<file path="src/design/random_hyperplane_signature_top_assert.svh">
// Assertion macros for the random hyperplane signature block.
`ifndef RANDOM_HYPERPLANE_SIGNATURE_TOP_ASSERT_SVH
`define RANDOM_HYPERPLANE_SIGNATURE_TOP_ASSERT_SVH
`ifndef SYNTH
// Same-cycle implication, checked out of reset.
`define RHS_ASSERT_IMPL(lbl, ante, cons) \
  lbl: assert property (@(posedge clk) disable iff (!rst_n) (ante) |-> (cons)) \
    else $error("rhs assertion failed");
// Next-cycle implication, checked out of reset.
`define RHS_ASSERT_NEXT(lbl, ante, cons) \
  lbl: assert property (@(posedge clk) disable iff (!rst_n) (ante) |=> (cons)) \
    else $error("rhs assertion failed");
`else
`define RHS_ASSERT_IMPL(lbl, ante, cons)
`define RHS_ASSERT_NEXT(lbl, ante, cons)
`endif
`endif

</file>
<file path="src/design/rhs_pkg.sv">
// Shared constants and types for the random hyperplane signature block.
`default_nettype none
package rhs_pkg;
  localparam int PLANES  = 16;
  localparam int DIM     = 64;
  localparam int PLANE_W = 4;
  localparam int ELEM_W  = $clog2(DIM);
  localparam int POS_W   = $clog2(DIM + 1);
  localparam int VAL_W   = 16;
  localparam int PROD_W  = 2 * VAL_W;
  localparam int SUM_W   = 40;
  localparam int SIG_W   = 16;

  localparam logic [POS_W-1:0] DIM_POS = POS_W'(DIM);

  // Input op codes
  localparam logic OP_LOAD    = 1'b0;
  localparam logic OP_FEATURE = 1'b1;

  // Per-stage control that travels with one feature beat
  typedef struct packed {
    logic valid;  // feature beat present
    logic acc;    // sample position below DIM
    logic last;   // final sample of the vector
    logic ovr;    // overrun seen up to and including this beat
  } rhs_ctl_t;
endpackage
`default_nettype wire

</file>
<file path="src/design/rhs_coef_lane.sv">
// Coefficient store for one hyperplane: DIM entries, one write and one registered read.
`default_nettype none
module rhs_coef_lane (
  input  wire logic                       clk,
  input  wire logic                       wr_en,
  input  wire logic [rhs_pkg::ELEM_W-1:0] wr_addr,
  input  wire logic [rhs_pkg::VAL_W-1:0]  wr_data,
  input  wire logic                       rd_en,
  input  wire logic [rhs_pkg::ELEM_W-1:0] rd_addr,
  output logic      [rhs_pkg::VAL_W-1:0]  rd_data
);
  import rhs_pkg::*;

  logic [VAL_W-1:0] mem [DIM];
  logic [VAL_W-1:0] rd_data_r;

  // Write port and registered read port
  always_ff @(posedge clk) begin
    if (wr_en) begin
      mem[wr_addr] <= wr_data;
    end
    if (rd_en) begin
      rd_data_r <= mem[rd_addr];
    end
  end

  assign rd_data = rd_data_r;
endmodule
`default_nettype wire

</file>
<file path="config.mk">
export PLATFORM = sky130hd
export DESIGN_NAME = rhs_coef_lane
export DESIGN_NICKNAME = d
export VERILOG_FILES = /design/src/design/random_hyperplane_signature_top_assert.svh /design/src/design/rhs_pkg.sv /design/src/design/rhs_coef_lane.sv
export SDC_FILE = /design/constraint.sdc
export NUM_CORES = 1
export LEC_CHECK = 0
export BUFFER_PORTS_ARGS = -buffer_cell sky130_fd_sc_hd__buf_2
export CORE_UTILIZATION = 30
export CTS_CLUSTER_SIZE = 30
export DETAILED_ROUTE_END_ITERATION = 16
export GPL_TIMING_DRIVEN = 0
export SLEW_MARGIN = 40
export SYNTH_ARGS = -nofsm -noshare
export SYNTH_HDL_FRONTEND = slang
export SYNTH_SLANG_ARGS = --single-unit
export TNS_END_PERCENT = 5
</file>
<file path="constraint.sdc">
create_clock -name clk -period 4.2 [get_ports clk]
set_input_delay 0.84 -clock clk [delete_from_list [all_inputs] [get_ports clk]]
set_output_delay 0.84 -clock clk [all_outputs]
set_load 0.1 [all_outputs]
</file>
==> results.json, run 1 <==
{
  "status": "complete, no violations",
  "row_count": 133,
  "synth.top_cell.area_share_pct": 77.7,
  "p_clk_share_pct": 41.1,
  "placed_cell_area_um2": 43600,
  "firstDrtPassIters": 7,
  "p_sw_uw": 4780,
  "clk_pin_slew_ns": 0.06,
  "fin_skew_ns": 0.0221,
  "synth_area_leaders": "edfxtp_1, mux4_2, mux2i_1, mux2_2, a22oi_1",
  "fillCellCount": 12100,
  "cts_sinks": 1040,
  "num_io_pins": 47,
  "intPower_uw": 17000,
  "final_area_um2": 46900,
  "grt_pass1_vias": 19800,
  "antenna-diode-count": 0,
  "timing.rr.start": "mem[23][9]$_DFFE_PP_",
  "pre_cts_slack_ns": 0.330,
  "timing.rr.end": "rd_data[9]$_DFFE_PP_",
  "cts_buffer_depth": 3,
  "drive_above_1_share_pct": 29.6,
  "ir_drop_v": 0.000337,
  "holdBufCountCts": 0,
  "ff2ff_path_depth": 5,
  "grt_start_max_net_pins": 65,
  "grt_pass1_wl_um": 146000,
  "avgSynthCellArea_um2": 22.0,
  "antenna_found_initial": 9,
  "port_buffers": 39,
  "slew_violations": 0,
  "cp_max_fo": 10,
  "vias_per_cell": 5.09,
  "post-cts-setup-buffers": 0,
  "clk_latency_ns": 0.68,
  "drt-total-wl_um": 103000,
  "dpl.cell_count": 3650,
  "max_clock_freq_mhz": 305,
  "cp-endpoint": "rd_data[9]$_DFFE_PP_",
  "required_ns": 4.58,
  "regArea_um2": 31200,
  "p_comb_share_pct": 5.9,
  "slew_headroom_pct": 36.4,
  "synth_edf_count": 1040,
  "end_kind": "flop",
  "worst_pin_slew_ns": 0.950,
  "crit_path_start_kind": "primary input",
  "root_buffer": "clkbuf_16",
  "worstHoldPathType": "primary input to flop",
  "layout_commonest_cell": "edfxtp_1",
  "yosys_register_bits": 1040,
  "die_h_um": 368,
  "cts_max_level": 3,
  "timing.hold.ws_ns": 0.588,
  "rsz0062_at_grt": "false",
  "yosysTopAreaCell": "edfxtp_1",
  "arrival_ns": 3.65,
  "yosysWarnings": 0,
  "area_delta_synth_final_pct": 16.7,
  "synth_nets": 1860,
  "wl_per_cell_um": 26.8,
  "hp-start": "rd_en",
  "seqPwrFrac_pct": 53.0,
  "final_cells": 3842,
  "fin_ws_ns": 0.926,
  "die_x_um": 368,
  "cts_resized": 0,
  "multiInputGateArea_um2": 8750,
  "synth.distinct_cells": 42,
  "grt_usage_pct": 15.0,
  "synthArstFlopShare_pct": 0,
  "dieArea_um2": 135000,
  "crit_start": "rd_addr[2]",
  "power_leakage_uw": 0.0144,
  "drc_errors": 0,
  "vias": 19600,
  "overflow": 0,
  "postSynthCellCount": 1829,
  "synth_flop_cell": "edfxtp_1",
  "final_cell_mix": "edfxtp_1, mux4_2, clkbuf_16",
  "rrSetupSlack_ns": 1.60,
  "gp_congestion": 0.867,
  "switching_share_pct": 22.0,
  "final-hold-violation-count": 0,
  "drt_iter0_drc": 2284,
  "start_util_pct": 30.4,
  "period_share_pct": 78.0,
  "syn-cell-area_um2": 40200,
  "layout.nets": 2032,
  "core_um2": 132000,
  "cap_violations": 0,
  "power.density_nw_per_um2": 464,
  "place_hpwl_um": 66600,
  "ant_nets": 0,
  "numCtsBuffers": 103,
  "period_needed_ns": 3.27,
  "fin_util_pct": 35.5,
  "cts_tree": "yes",
  "setup_viol": 0,
  "path_class": "primary input to flop",
  "yosysSeqAreaShare_pct": 77.7
}
-- synthesized netlist by cell type (all sizes together), types with 2 or more instances --
library cell  instances
edfxtp             1040
mux4                224
mux2i                85
buf                  77
nor2                 74
nand2                60
a22oi                39
nor2b                30
clkbuf               27
mux2                 27
nand3                24
a21oi                17
a221oi               16
nand4                12
a211o                 8
a211oi                8
a311oi                8
a31oi                 8
o21ai                 8
a221o                 6
a22o                  6
a41oi                 5
and4                  5
nand2b                3
nor4                  3
and2                  2
nand3b                2
nor3                  2
-- worst min path at each step --
stage,slack (ns),cells after the start,endpoint
after global placement,0.98,3,rd_data[9]$_DFFE_PP_
after CTS,0.56,1,rd_data[7]$_DFFE_PP_
after detailed placement,0.97,3,rd_data[3]$_DFFE_PP_
final,0.59,1,rd_data[7]$_DFFE_PP_
after floorplan,0.83,5,rd_data[10]$_DFFE_PP_
after global routing,0.59,1,rd_data[2]$_DFFE_PP_
-- registers in the layout (all words and copies together), names as in the netlist --
register and cells:
rd_data 16, mem 1024
-- cell families after synthesis --
logic type	after synthesis	synth area share [%]
AND/OR/NAND/NOR	220	2.64
buffers and inverters	104	1.82
multiplexers	336	15.5
flip-flops	1040	77.7
AO/OA/AOI/OAI	129	2.40
-- metrics by stage --
stage | total power, uW | TNS, ns
floorplan | 12500 | 0
global placement | 13000 | -5.44
detailed placement | 13000 | 0
CTS | 21900 | 0
global route | 22300 | 0
finish | 21800 | 0
-- per-layer routing --
layer  GRT usage [%]  wire length [um]  vias up
met3            2.73              8160      174
met1            20.6             42500    10400
li1                -                 -     8067
met2            24.5             49600      895
met4            4.13              2710        8
met5               0                46        -
-- layout make-up --
type,instances,area share [%]
repair buffers,67,1.57
well taps,1755,4.68
clock inverters,69,1.22
flip-flops and latches,1040,66.6
plain buffers,104,1.57
clock buffers,122,5.74
multi-input cells,685,18.7
-- worst max-delay path: stages --
cell	delay, ns
buf_2	0.29
buf_4	0.25
buf_2	0.44
mux4_2	0.37
mux2i_1	0.40
a22oi_1	0.16
a31oi_1	0.75
a311oi_1	0.11
-- power by group through the flow --
stage	Clock (uW)	Sequential (uW)	Combinational, uW
floorplan	0	11900	595
finish	8940	11500	1290
CTS	9040	11500	1290
global route	9410	11500	1340
detailed placement	0	11800	1290
global placement	0	11800	1230
Power figures use the tool's default switching activity.
==> run 2, diff against run 1 <==
==> constraint.sdc (replaced) <==
create_clock -name clk -period 2.75 [get_ports clk]
set_input_delay 0.55 -clock clk [delete_from_list [all_inputs] [get_ports clk]]
set_output_delay 0.55 -clock clk [all_outputs]
set_load 0.1 [all_outputs]
==> run 2 against run 1 <==
- the run now ends with setup timing left
- largest power group unchanged
- via count decreased by 0.55%
- wire length about the same
- sequential power rose by 53%
- first-iteration DRC count shrank 0.13%
- total power up 53%
- critical endpoint is now rd_data[4]$_DFFE_PP_
- non-clock buffer count unchanged
- combinational power rose by 53%
- register-to-register slack got worse by 1.3 ns
- largest cell class unchanged
- clock power up 52%
- die area stayed put
==> results.json, run 2 (same netlist as run 1, synthesis figures left out) <==
{
  "crit_top_cell": "buf_2",
  "numCtsBuffers": 103,
  "die_x_um": 368,
  "final-hold-violation-count": 0,
  "cts_sinks": 1040,
  "fin_skew_ns": 0.0207,
  "period_needed_ns": 2.76,
  "antenna_found_initial": 11,
  "status": "finished with violations",
  "arrival_ns": 3.13,
  "power_leakage_uw": 0.0144,
  "largest_reg_flops": 1024,
  "final_cells": 3843,
  "slew_headroom_pct": 41.4,
  "cts_tree": "yes",
  "overflow": 0,
  "num_io_pins": 47,
  "clk_pin_slew_ns": 0.06,
  "rsz0062_at_grt": "false",
  "firstDrtPassIters": 5,
  "setup_viol": 2,
  "placed_cell_area_um2": 43600,
  "core_um2": 132000,
  "post-cts-setup-buffers": 0,
  "required_ns": 3.11,
  "multiInputGateArea_um2": 8810,
  "grt_pass1_wl_um": 146000,
  "drt_iter0_drc": 2281,
  "fin_util_pct": 35.6,
  "ff2ff_path_depth": 5,
  "period_share_pct": 101,
  "final_cell_mix": "edfxtp_1, mux4_2, clkbuf_16",
  "crit_chain": "buf_2 > buf_4 > buf_2 > mux4_2 > mux2i_1 > a22oi_1 > a31oi_2 > a311oi_1",
  "ant_nets": 0,
  "met2WireLength_um": 49800,
  "final_area_um2": 47000,
  "path_buf_inv": 3,
  "violations": "setup timing",
  "clk_latency_ns": 0.67,
  "worstHoldPathType": "primary input to flop",
  "cp_max_fo": 10,
  "route.met3.wl_um": 8140,
  "path_class": "primary input to flop",
  "start_util_pct": 30.4,
  "place_hpwl_um": 66600,
  "cap_violations": 0,
  "worst_pin_slew_ns": 0.877,
  "slowest_stage": "a31oi_2",
  "grt_start_max_net_pins": 65,
  "port_buffers": 39,
  "grt_usage_pct": 15.1,
  "largest_register": "mem",
  "dr.max_layer_used": "met5",
  "dieArea_um2": 135000,
  "area_delta_synth_final_pct": 16.9,
  "row_count": 133,
  "holdBufCountCts": 0,
  "cp.depth": 8,
  "layout.nets": 2032,
  "grt_pass1_vias": 19800,
  "root_buffer": "clkbuf_16",
  "tns_ns": -0.0251,
  "vias_per_cell": 5.06,
  "cts_max_level": 3,
  "regArea_um2": 31200,
  "layout_commonest_cell": "edfxtp_1",
  "fillCellCount": 12100,
  "crit_path_start_kind": "primary input",
  "cp_top_family": "buffers and inverters",
  "max_stage_delay_ns": 0.48,
  "holdPathStages": 1,
  "ir_drop_v": 0.000514,
  "gp_congestion": 0.867,
  "end_kind": "flop",
  "cts_buffer_depth": 3,
  "met1_length_um": 42400,
  "fin_ws_ns": -0.0141,
  "max_clock_freq_mhz": 362,
  "drt-total-wl_um": 103000,
  "wl_per_cell_um": 26.8,
  "power.density_nw_per_um2": 707,
  "die_h_um": 368,
  "drc_errors": 0,
  "drive_above_1_share_pct": 30.0,
  "dpl.cell_count": 3650,
  "vias": 19500,
  "slew_violations": 0
}
-- run 2: changes by cell type in the layout (fill, tap and decap cells not counted), sizes merged --
cell    change
buf         -1
diode       +1
clkbuf      +1
-- run 2: stage by stage --
stage / hold WS [ns] / power (uW) / setup slack, ns
3_3_place_gp: 0.960 / 19800 / -1.36
2_1_floorplan: 0.649 / 19000 / 0.165
6_report: 0.306 / 33200 / -0.0141
5_1_grt: 0.298 / 34100 / 0.00251
3_5_place_dp: 0.970 / 19900 / -0.830
4_1_cts: 0.270 / 33400 / 0.0216
-- run 2: final timing paths --
path	startpoint	end	slack, ns
setup reg to reg	mem[23][1]$_DFFE_PP_	rd_data[1]$_DFFE_PP_	0.33
hold reg to reg	mem[33][3]$_DFFE_PP_	rd_data[3]$_DFFE_PP_	0.99
setup / recovery	rd_addr[2]	rd_data[4]$_DFFE_PP_	-0.01
hold / removal	rd_en	rd_data[5]$_DFFE_PP_	0.31
-- run 2: per-layer routing --
metal  track usage, %  vias to the layer above
met2             24.6                      820
li1                 -                     8071
met1             20.6                    10400
met3             2.74                      155
met5                0                        -
met4             4.04                       10
-- run 2: power by group --
group	leakage, uW	internal (uW)	switching (uW)
Sequential	0.00937	17600	29.9
Clock	0.00160	7740	5890
Combinational	0.00344	621	1360
Total	0.0144	25900	7270
-- run 2: layout make-up --
class                   count  share of cell area, %
clock buffers             122                   5.73
flip-flops and latches   1040                   66.5
plain buffers             104                   1.58
multi-input cells         685                   18.7
clock inverters            69                   1.22
repair buffers             67                   1.56
diodes                      1                0.00533
well taps                1755                   4.67
-- run 2: timing repair --
item,in CTS,in global routing
pin swaps,0,0
endpoints found under the setup margin,9,5
resized for setup,9,5
