[src/design/random_hyperplane_signature_top_assert.svh]
// Assertion macros for the random hyperplane signature block.
`ifndef RANDOM_HYPERPLANE_SIGNATURE_TOP_ASSERT_SVH
`define RANDOM_HYPERPLANE_SIGNATURE_TOP_ASSERT_SVH
`ifndef SYNTH
// Same-cycle implication, checked out of reset.
`define RHS_ASSERT_IMPL(lbl, ante, cons) \
  lbl: assert property (@(posedge clk) disable iff (!rst_n) (ante) |-> (cons)) \
    else $error("rhs assertion failed");
// Next-cycle implication, checked out of reset.
`define RHS_ASSERT_NEXT(lbl, ante, cons) \
  lbl: assert property (@(posedge clk) disable iff (!rst_n) (ante) |=> (cons)) \
    else $error("rhs assertion failed");
`else
`define RHS_ASSERT_IMPL(lbl, ante, cons)
`define RHS_ASSERT_NEXT(lbl, ante, cons)
`endif
`endif

[src/design/rhs_pkg.sv]
// Shared constants and types for the random hyperplane signature block.
`default_nettype none
package rhs_pkg;
  localparam int PLANES  = 16;
  localparam int DIM     = 64;
  localparam int PLANE_W = 4;
  localparam int ELEM_W  = $clog2(DIM);
  localparam int POS_W   = $clog2(DIM + 1);
  localparam int VAL_W   = 16;
  localparam int PROD_W  = 2 * VAL_W;
  localparam int SUM_W   = 40;
  localparam int SIG_W   = 16;

  localparam logic [POS_W-1:0] DIM_POS = POS_W'(DIM);

  // Input op codes
  localparam logic OP_LOAD    = 1'b0;
  localparam logic OP_FEATURE = 1'b1;

  // Per-stage control that travels with one feature beat
  typedef struct packed {
    logic valid;  // feature beat present
    logic acc;    // sample position below DIM
    logic last;   // final sample of the vector
    logic ovr;    // overrun seen up to and including this beat
  } rhs_ctl_t;
endpackage
`default_nettype wire

[src/design/rhs_mac_lane.sv]
// Multiply-accumulate lane: product register and 40-bit running sum for one hyperplane.
`default_nettype none
module rhs_mac_lane (
  input  wire logic                      clk,
  input  wire logic                      rst_n,
  input  wire rhs_pkg::rhs_ctl_t         ctl1,
  input  wire rhs_pkg::rhs_ctl_t         ctl2,
  input  wire logic [rhs_pkg::VAL_W-1:0] sample,
  input  wire logic [rhs_pkg::VAL_W-1:0] coef,
  output logic                           nonneg
);
  import rhs_pkg::*;

  logic [PROD_W-1:0] prod_r;
  logic [SUM_W-1:0]  sum_r;
  logic [SUM_W-1:0]  sum_nxt;

  // Product stage
  always_ff @(posedge clk) begin
    if (ctl1.valid && ctl1.acc) begin
      prod_r <= PROD_W'($signed(sample) * $signed(coef));
    end
  end

  // Accumulate, sign-extending the product
  always_comb begin
    sum_nxt = sum_r;
    if (ctl2.valid && ctl2.acc) begin
      sum_nxt = sum_r + {{(SUM_W - PROD_W){prod_r[PROD_W-1]}}, prod_r};
    end
  end

  // Sum clears once the vector's last beat is folded in
  always_ff @(posedge clk) begin
    if (!rst_n) begin
      sum_r <= '0;
    end else if (ctl2.valid && ctl2.last) begin
      sum_r <= '0;
    end else begin
      sum_r <= sum_nxt;
    end
  end

  assign nonneg = ~sum_nxt[SUM_W-1];
endmodule
`default_nettype wire

[config.mk]
export PLATFORM = sky130hd
export DESIGN_NAME = rhs_mac_lane
export DESIGN_NICKNAME = d
export VERILOG_FILES = /design/src/design/random_hyperplane_signature_top_assert.svh /design/src/design/rhs_pkg.sv /design/src/design/rhs_mac_lane.sv
export SDC_FILE = /design/constraint.sdc
export NUM_CORES = 1
export LEC_CHECK = 0
export CORE_ASPECT_RATIO = 1.4
export CORE_MARGIN = 2
export CORE_UTILIZATION = 45
export CTS_CLUSTER_DIAMETER = 40
export CTS_CLUSTER_SIZE = 25
export DETAILED_ROUTE_END_ITERATION = 16
export DONT_BUFFER_PORTS = 1
export GPL_TIMING_DRIVEN = 1
export PLACE_DENSITY = 0.65
export SLEW_MARGIN = 20
export SYNTH_ARGS = -nofsm -noshare
export SYNTH_HDL_FRONTEND = slang
export SYNTH_SLANG_ARGS = --single-unit
[constraint.sdc]
create_clock -name clk -period 7.1 [get_ports clk]
set_input_delay 0.355 -clock clk [delete_from_list [all_inputs] [get_ports clk]]
set_output_delay 0.355 -clock clk [all_outputs]
set_load 0.05 [all_outputs]
==> summary.md, run 1 <==
| Metric | Value |
|---|---|
| Outcome | finished clean |
| Routed wirelength normalized by instance count | 16.4 um |
| Synthesized instance count | 1,565 |
| Final HPWL from detailed placement | 25,300 um |
| Hold_buf cts | 0 |
| Y dimension of the die | 215 um |
| Pin count of the biggest net entering global routing | 56 |
| Worst path most repeated cell | fa_1 |
| Most numerous cell in the Yosys netlist | inv_1 |
| Antenna violations before repair | 0 |
| Biggest area consumer among synthesized cells | fa_1 |
| Series of cell instances along the critical path | nand2_1 -> inv_1 -> fa_1 -> fa_1 -> fa_1 -> fa_1 -> fa_1 -> inv_1 -> fa_1 -> inv_1 -> ha_1 -> nand2_1 -> o21ai_0 -> a21o_1 -> a21oi_1 -> o221a_2 -> a21oi_1 -> o21a_1 -> nor2_1 -> xnor2_1 |
| Clock tree from TritonCTS | done |
| Initial Util | 45.4% |
| Die outline area | 33,100 um^2 |
| Via count of the first global-routing pass | 11,796 |
| Area share of the largest cell type after synthesis | 37.0% |
| Clock buffers created by TritonCTS | 9 |
| Synthesized area per cell | 9.10 um^2 |
| Maximum root-to-sink buffer count | 2 |
| Post-detailed-route DRC marker count | 0 |
| Placement row count | 77 |
| Count of max-cap constraint violations | 0 |
| Total routed wirelength | 31,500 um |
| Count of nets left with antenna violations after detail routing | 0 |
| Count of final setup violators | 0 |
| Antenna Cells | 0 |
| Number of hold violations in the final report | 0 |
| Clock period minus worst slack | 5.88 ns |
| Critical path arrival | 5.97 ns |
| Number of top-level pins | 43 |
| Total number of H-tree levels | 3 |
| Worst stage delay on the critical path | 0.94 ns |
| Number of port buffers | 0 |
| Max FO, Critical Path | 16 |
| Die width | 154 um |
| Number of library cell types mapped by synthesis | 64 |
| Final-stage net count | 1,942 |
| Slew Limit Headroom | 29.8% |
| Critical path start-end classification | in -> reg |
| Setup repair after global routing missed its margin | no |
| Cell with the largest stage delay on the worst path | fa_1 |
| Area Overhead vs Synth | 4.10% |
| Count of yosys warnings during synthesis | 0 |
| Post-synth top cells | inv_1 (282), fa_1 (263), nand2_1 (185) |
| Router iterations before antenna repair | 5 |
| EDFF count, synth | 32 |
| Ratio of cells with drive above 1 in the final layout | 2.30% |
| Leftover overflow at the end of global routing | 0 |
| Root cell of the clock tree | clkbuf_16 |
| Synthesized net count | 1,991 |
| CTS Sinks | 72 |
| Global-route wire length before repair | 55,300 um |
| Area of the mapped netlist | 14,200 um^2 |
| Req. time, crit path | 7.19 ns |
| Type of the worst min-delay path | in -> reg |
| Final period util | 82.8% |
| First-iteration detailed-routing DRC count | 502 |
| Routed vias/inst | 5.42 |
| Worst Max-Slew Pin Slew | 1.05 ns |
| Core outline area | 31,400 um^2 |
| Cell types occupying the most area after synthesis | fa_1 (37%), ha_1 (11%), inv_1 (7.4%) |
| CP Capture Type | register |
| Resized Gates After CTS | 0 |
| Share of synthesized flip-flops with an asynchronous set or reset | 0% |
| Flop and latch count out of synthesis | 72 |
| Setup bufs post-CTS | 0 |
| GRT Util Overall | 20.7% |
| Synth Flop Type | dfxtp_1 |
| Max Clock Skew | 0.0107 ns |
| Aggregate negative setup slack | 0 ns |
| Highest Clock Rate | 170 MHz |
| Total number of vias | 10,384 |
| Insertion delay to the later sink of the worst-skew pair | 0.35 ns |
| Clock-pin slew on the worst setup and hold paths | 0.06 ns |
| Count of final max-slew check failures | 0 |
| Share of synthesized area occupied by flip-flops and latches | 12.4% |
| Startpoint class of the critical path | input port |
| Routability congestion estimate | 0.846 |
[metal layers]
metal	GRT usage, %	share of wire (%)
met1	22.8	38
met2	40.5	55
met3	2.51	4.1
met4	6.73	3.0
met5	0	0
[flip-flops by register name, indices dropped and copies added, names as in the netlist]
signal,cells
prod_r,32
sum_r,40
[cells by family after synthesis]
| kind of cell | Yosys count | synth area share [%] |
|---|---|---|
| compound gates | 239 | 10.9 |
| xor+xnor | 61 | 3.75 |
| fa+ha+maj | 384 | 47.6 |
| buf+inv | 347 | 9.16 |
| flops | 72 | 12.4 |
| mux | 2 | 0.149 |
| simple gates | 460 | 16.1 |
[layout make-up]
class,instances,area (um^2)
tap,395,494
multi-input combinational,1146,11200
clock inverter,7,71.3
timing repair buffer,5,37.5
inverter,282,1060
sequential,72,1760
clock buffer,9,225
fill,3021,16600
[worst max-delay path: cells and delay by family]
kind	cells	cell delay, ns
AND/OR/NAND/NOR	3	0.24
buffers and inverters	3	0.18
AO/OA/AOI/OAI	6	1.08
XOR/XNOR	1	0.12
adder cells (fa/ha/maj)	7	3.97
[placed cells by master, fill, tap and decap left out, drive strengths merged, types with 3 or more instances in the layout]
master | netlist | routed
ha | 121 | 121
nand2 | 185 | 185
and2 | 134 | 134
and3 | 11 | 11
fa | 263 | 263
inv | 282 | 287
nor3 | 9 | 9
xor2 | 16 | 16
o211ai | 5 | 5
a21boi | 3 | 3
a21oi | 86 | 86
buf | 6 | 5
nand3 | 25 | 25
nor4 | 5 | 5
xnor2 | 45 | 45
a21o | 44 | 44
or3 | 3 | 3
dfxtp | 40 | 40
nor2 | 44 | 44
a31oi | 10 | 10
nor2b | 9 | 9
a211o | 4 | 4
nor4b | 4 | 4
a2111oi | 3 | 3
o21bai | 9 | 9
edfxtp | 32 | 32
nand2b | 14 | 14
clkbuf | 59 | 9
nand4 | 8 | 8
a221o | 4 | 4
o21a | 4 | 4
o21ai | 44 | 44
a211oi | 7 | 7
[final timing paths]
kind	slack, ns	cells past startpoint	endpoint	from
max	1.22	20	prod_r[31]	coef[1]
min	0.24	1	prod_r[0]	coef[0]
max reg2reg	3.27	11	sum_r[39]	prod_r[4]
min reg2reg	0.46	2	sum_r[31]	sum_r[31]
[through the flow]
step | setup WS [ns] | instance area, um^2 | cells | util, % | hold slack, ns
final | 1.22 | 14800 | 1916 | 47.2 | 0.243
after global routing | 0.821 | 14800 | 1916 | 47.2 | 0.229
after CTS | 1.18 | 14800 | 1916 | 47.2 | 0.239
after detailed placement | 0.834 | 14500 | 1900 | 46.3 | 0.449
after global placement | 0.893 | 14500 | 1900 | 46.3 | 0.442
after floorplan | 1.02 | 14200 | 1565 | - | 0.436
Power of run 1 is left out: the tool's default activity adds up to more than one toggle a clock period on the data nets, which glitch-free logic cannot reach.
==> run 2: changes to the inputs <==
==> constraint.sdc (replaced) <==
create_clock -name clk -period 6.1 [get_ports clk]
set_input_delay 0.305 -clock clk [delete_from_list [all_inputs] [get_ports clk]]
set_output_delay 0.305 -clock clk [all_outputs]
set_load 0.05 [all_outputs]
==> summary.md, run 2 (synthesized netlist as in run 1, its figures left out) <==
| Metric | Value |
|---|---|
| Outcome | finished clean |
| Origin of the worst setup path | sample[5] |
| Insertion delay to the later sink of the worst-skew pair | 0.34 ns (about the same) |
| Hold_buf cts | 0 (unchanged) |
| Final HPWL from detailed placement | 25,800 um (+2.1%) |
| Number of top-level pins | 43 (unchanged) |
| Post-detailed-route DRC marker count | 0 (unchanged) |
| Clock-pin slew on the worst setup and hold paths | 0.06 ns (about the same) |
| Total routed wirelength | 32,500 um (+3.4%) |
| Hold Crit Start | coef[0] |
| Placed cell count | 1,911 (+0.58%) |
| Initial Util | 45.4% (unchanged) |
| Final-stage net count | 1,953 (+0.57%) |
| Antenna violations before repair | 0 (unchanged) |
| Layout filler cell count | 2,995 (-0.86%) |
| Routed vias/inst | 5.39 (-0.52%) |
| Root cell of the clock tree | clkbuf_16 |
| Req. time, crit path | 6.19 ns (-1.00 ns) |
| Type of the worst min-delay path | in -> reg |
| Most frequent standard cell in the layout excluding fill and tap cells | inv_1 |
| First-iteration detailed-routing DRC count | 570 (+14%) |
| Antenna Cells | 0 (unchanged) |
| Startpoint class of the critical path | input port |
| Routability congestion estimate | 0.853 (+0.78%) |
| Sequential Area | 1760 um^2 (unchanged) |
| Area taken by multi-input logic gates | 11,200 um^2 (unchanged) |
| Routed wirelength normalized by instance count | 16.9 um (+2.8%) |
| Number of hold violations in the final report | 0 (unchanged) |
| Die outline area | 33,100 um^2 (unchanged) |
| Number of standard cells in the layout, taps in and fillers out | 1,927 (+0.57%) |
| Router iterations before antenna repair | 5 (unchanged) |
| Core outline area | 31,400 um^2 (unchanged) |
| Maximum root-to-sink buffer count | 2 (unchanged) |
| Critical path start-end classification | in -> reg |
| Total number of H-tree levels | 3 (unchanged) |
| CTS Sinks | 72 (unchanged) |
| Ratio of cells with drive above 1 in the final layout | 3.00% (+0.70 points) |
| Post-route cell area | 14,900 um^2 (+0.69%) |
| Regs by FF count | sum_r x40, prod_r x32 |
| Leftover overflow at the end of global routing | 0 (unchanged) |
| Pin count of the biggest net entering global routing | 56 (unchanged) |
| CP Capture Type | register |
| Final period util | 94.3% |
| Post-Route Hold Slack | 0.183 ns (-0.0609 ns) |
| Die width | 154 um (unchanged) |
| Y dimension of the die | 215 um (unchanged) |
| Commonest cells after routing, fill and taps aside | inv_1 (282), fa_1 (263), nand2_1 (184), and2_1 (134), ha_1 (121) |
| Clock tree from TritonCTS | done |
| Setup repair after global routing missed its margin | no |
| Number of port buffers | 0 (unchanged) |
| Count of final setup violators | 0 (unchanged) |
| Slew Limit Headroom | 27.1% (-2.7 points) |
| Flip-flop count of the largest register, all copies and words added | 40 (unchanged) |
| Clock buffers created by TritonCTS | 9 (unchanged) |
| Count of max-cap constraint violations | 0 (unchanged) |
| GRT Util Overall | 20.9% (+0.22 points) |
| Critical path arrival | 5.84 ns (-0.13 ns) |
| Worst Max-Slew Pin Slew | 1.09 ns (+0.0408 ns) |
| Total number of vias | 10,389 (+0.048%) |
| Clock period minus worst slack | 5.75 ns |
| Area after DPL | 14,600 um^2 (+0.57%) |
| Worst reg2reg path startpoint | prod_r[2] |
| Aggregate negative setup slack | 0 ns (unchanged) |
| Via count of the first global-routing pass | 11,202 (-5.0%) |
| Count of nets left with antenna violations after detail routing | 0 (unchanged) |
| Max FO, Critical Path | 16 (unchanged) |
| Area Overhead vs Synth | 4.82% |
| Placement row count | 77 (unchanged) |
| Resized Gates After CTS | 0 (unchanged) |
| Highest Clock Rate | 174 MHz |
| Setup bufs post-CTS | 0 (unchanged) |
| Global-route wire length before repair | 55,300 um (about the same) |
| Count of final max-slew check failures | 0 (unchanged) |
| Max Clock Skew | 0.00852 ns (-0.00214 ns) |
| Reg with most FFs | sum_r |
run 2: cell types whose count changed in the layout (fill, tap and decap cells not counted), sizes merged:
cell / previous run / this run
buf: 5 / 16
inv: 287 / 283
clkbuf: 9 / 11
bufinv: 0 / 1
clkinvlp: 0 / 1
run 2: final cells by class:
cell class | instances | share of cell area (%)
Sequential cell | 72 | 11.8
Tap cell | 395 | 3.31
Clock buffer | 11 | 1.69
Timing Repair Buffer | 16 | 0.804
Inverter | 282 | 7.09
Clock inverter | 5 | 0.427
Multi-Input combinational cell | 1146 | 74.9
run 2: per-layer routing:
metal	share of wire, %	GRT usage (%)
met1	39	24.0
met2	55	40.0
met3	3.7	1.80
met4	3.0	7.56
met5	0	0
run 2: worst max-delay path, stage by stage:
cell and delay [ns]:
and2_1 0.15, fa_1 0.54, inv_1 0.06, fa_1 0.53, inv_1 0.06, fa_1 0.55
fa_1 0.45, fa_1 0.49, inv_1 0.05, fa_1 0.47, inv_1 0.04, ha_1 0.29
a21o_1 0.18, a221o_1 0.35, a21oi_1 0.15, nor2b_1 0.08, a311oi_4 0.38, nand2b_1 0.18
a21oi_1 0.09, a31o_1 0.25, a21oi_2 0.15, xnor2_1 0.07
run 2: path summary, 6_finish.rpt:
check | depth (start not counted) | slack, ns | endpoint
hold / removal | 1 | 0.18 | prod_r[0]
setup / recovery | 22 | 0.35 | prod_r[25]
setup reg to reg | 11 | 2.12 | sum_r[39]
hold reg to reg | 2 | 0.45 | sum_r[16]
run 2: through the flow:
stage	utilization, %	setup WS, ns
6_report	47.5	0.345
5_1_grt	47.5	0.0853
3_5_place_dp	46.5	0.0136
4_1_cts	47.5	0.364
3_3_place_gp	46.5	0.0121
2_1_floorplan	-	0.0725
Power of run 2 is left out for the same reason.
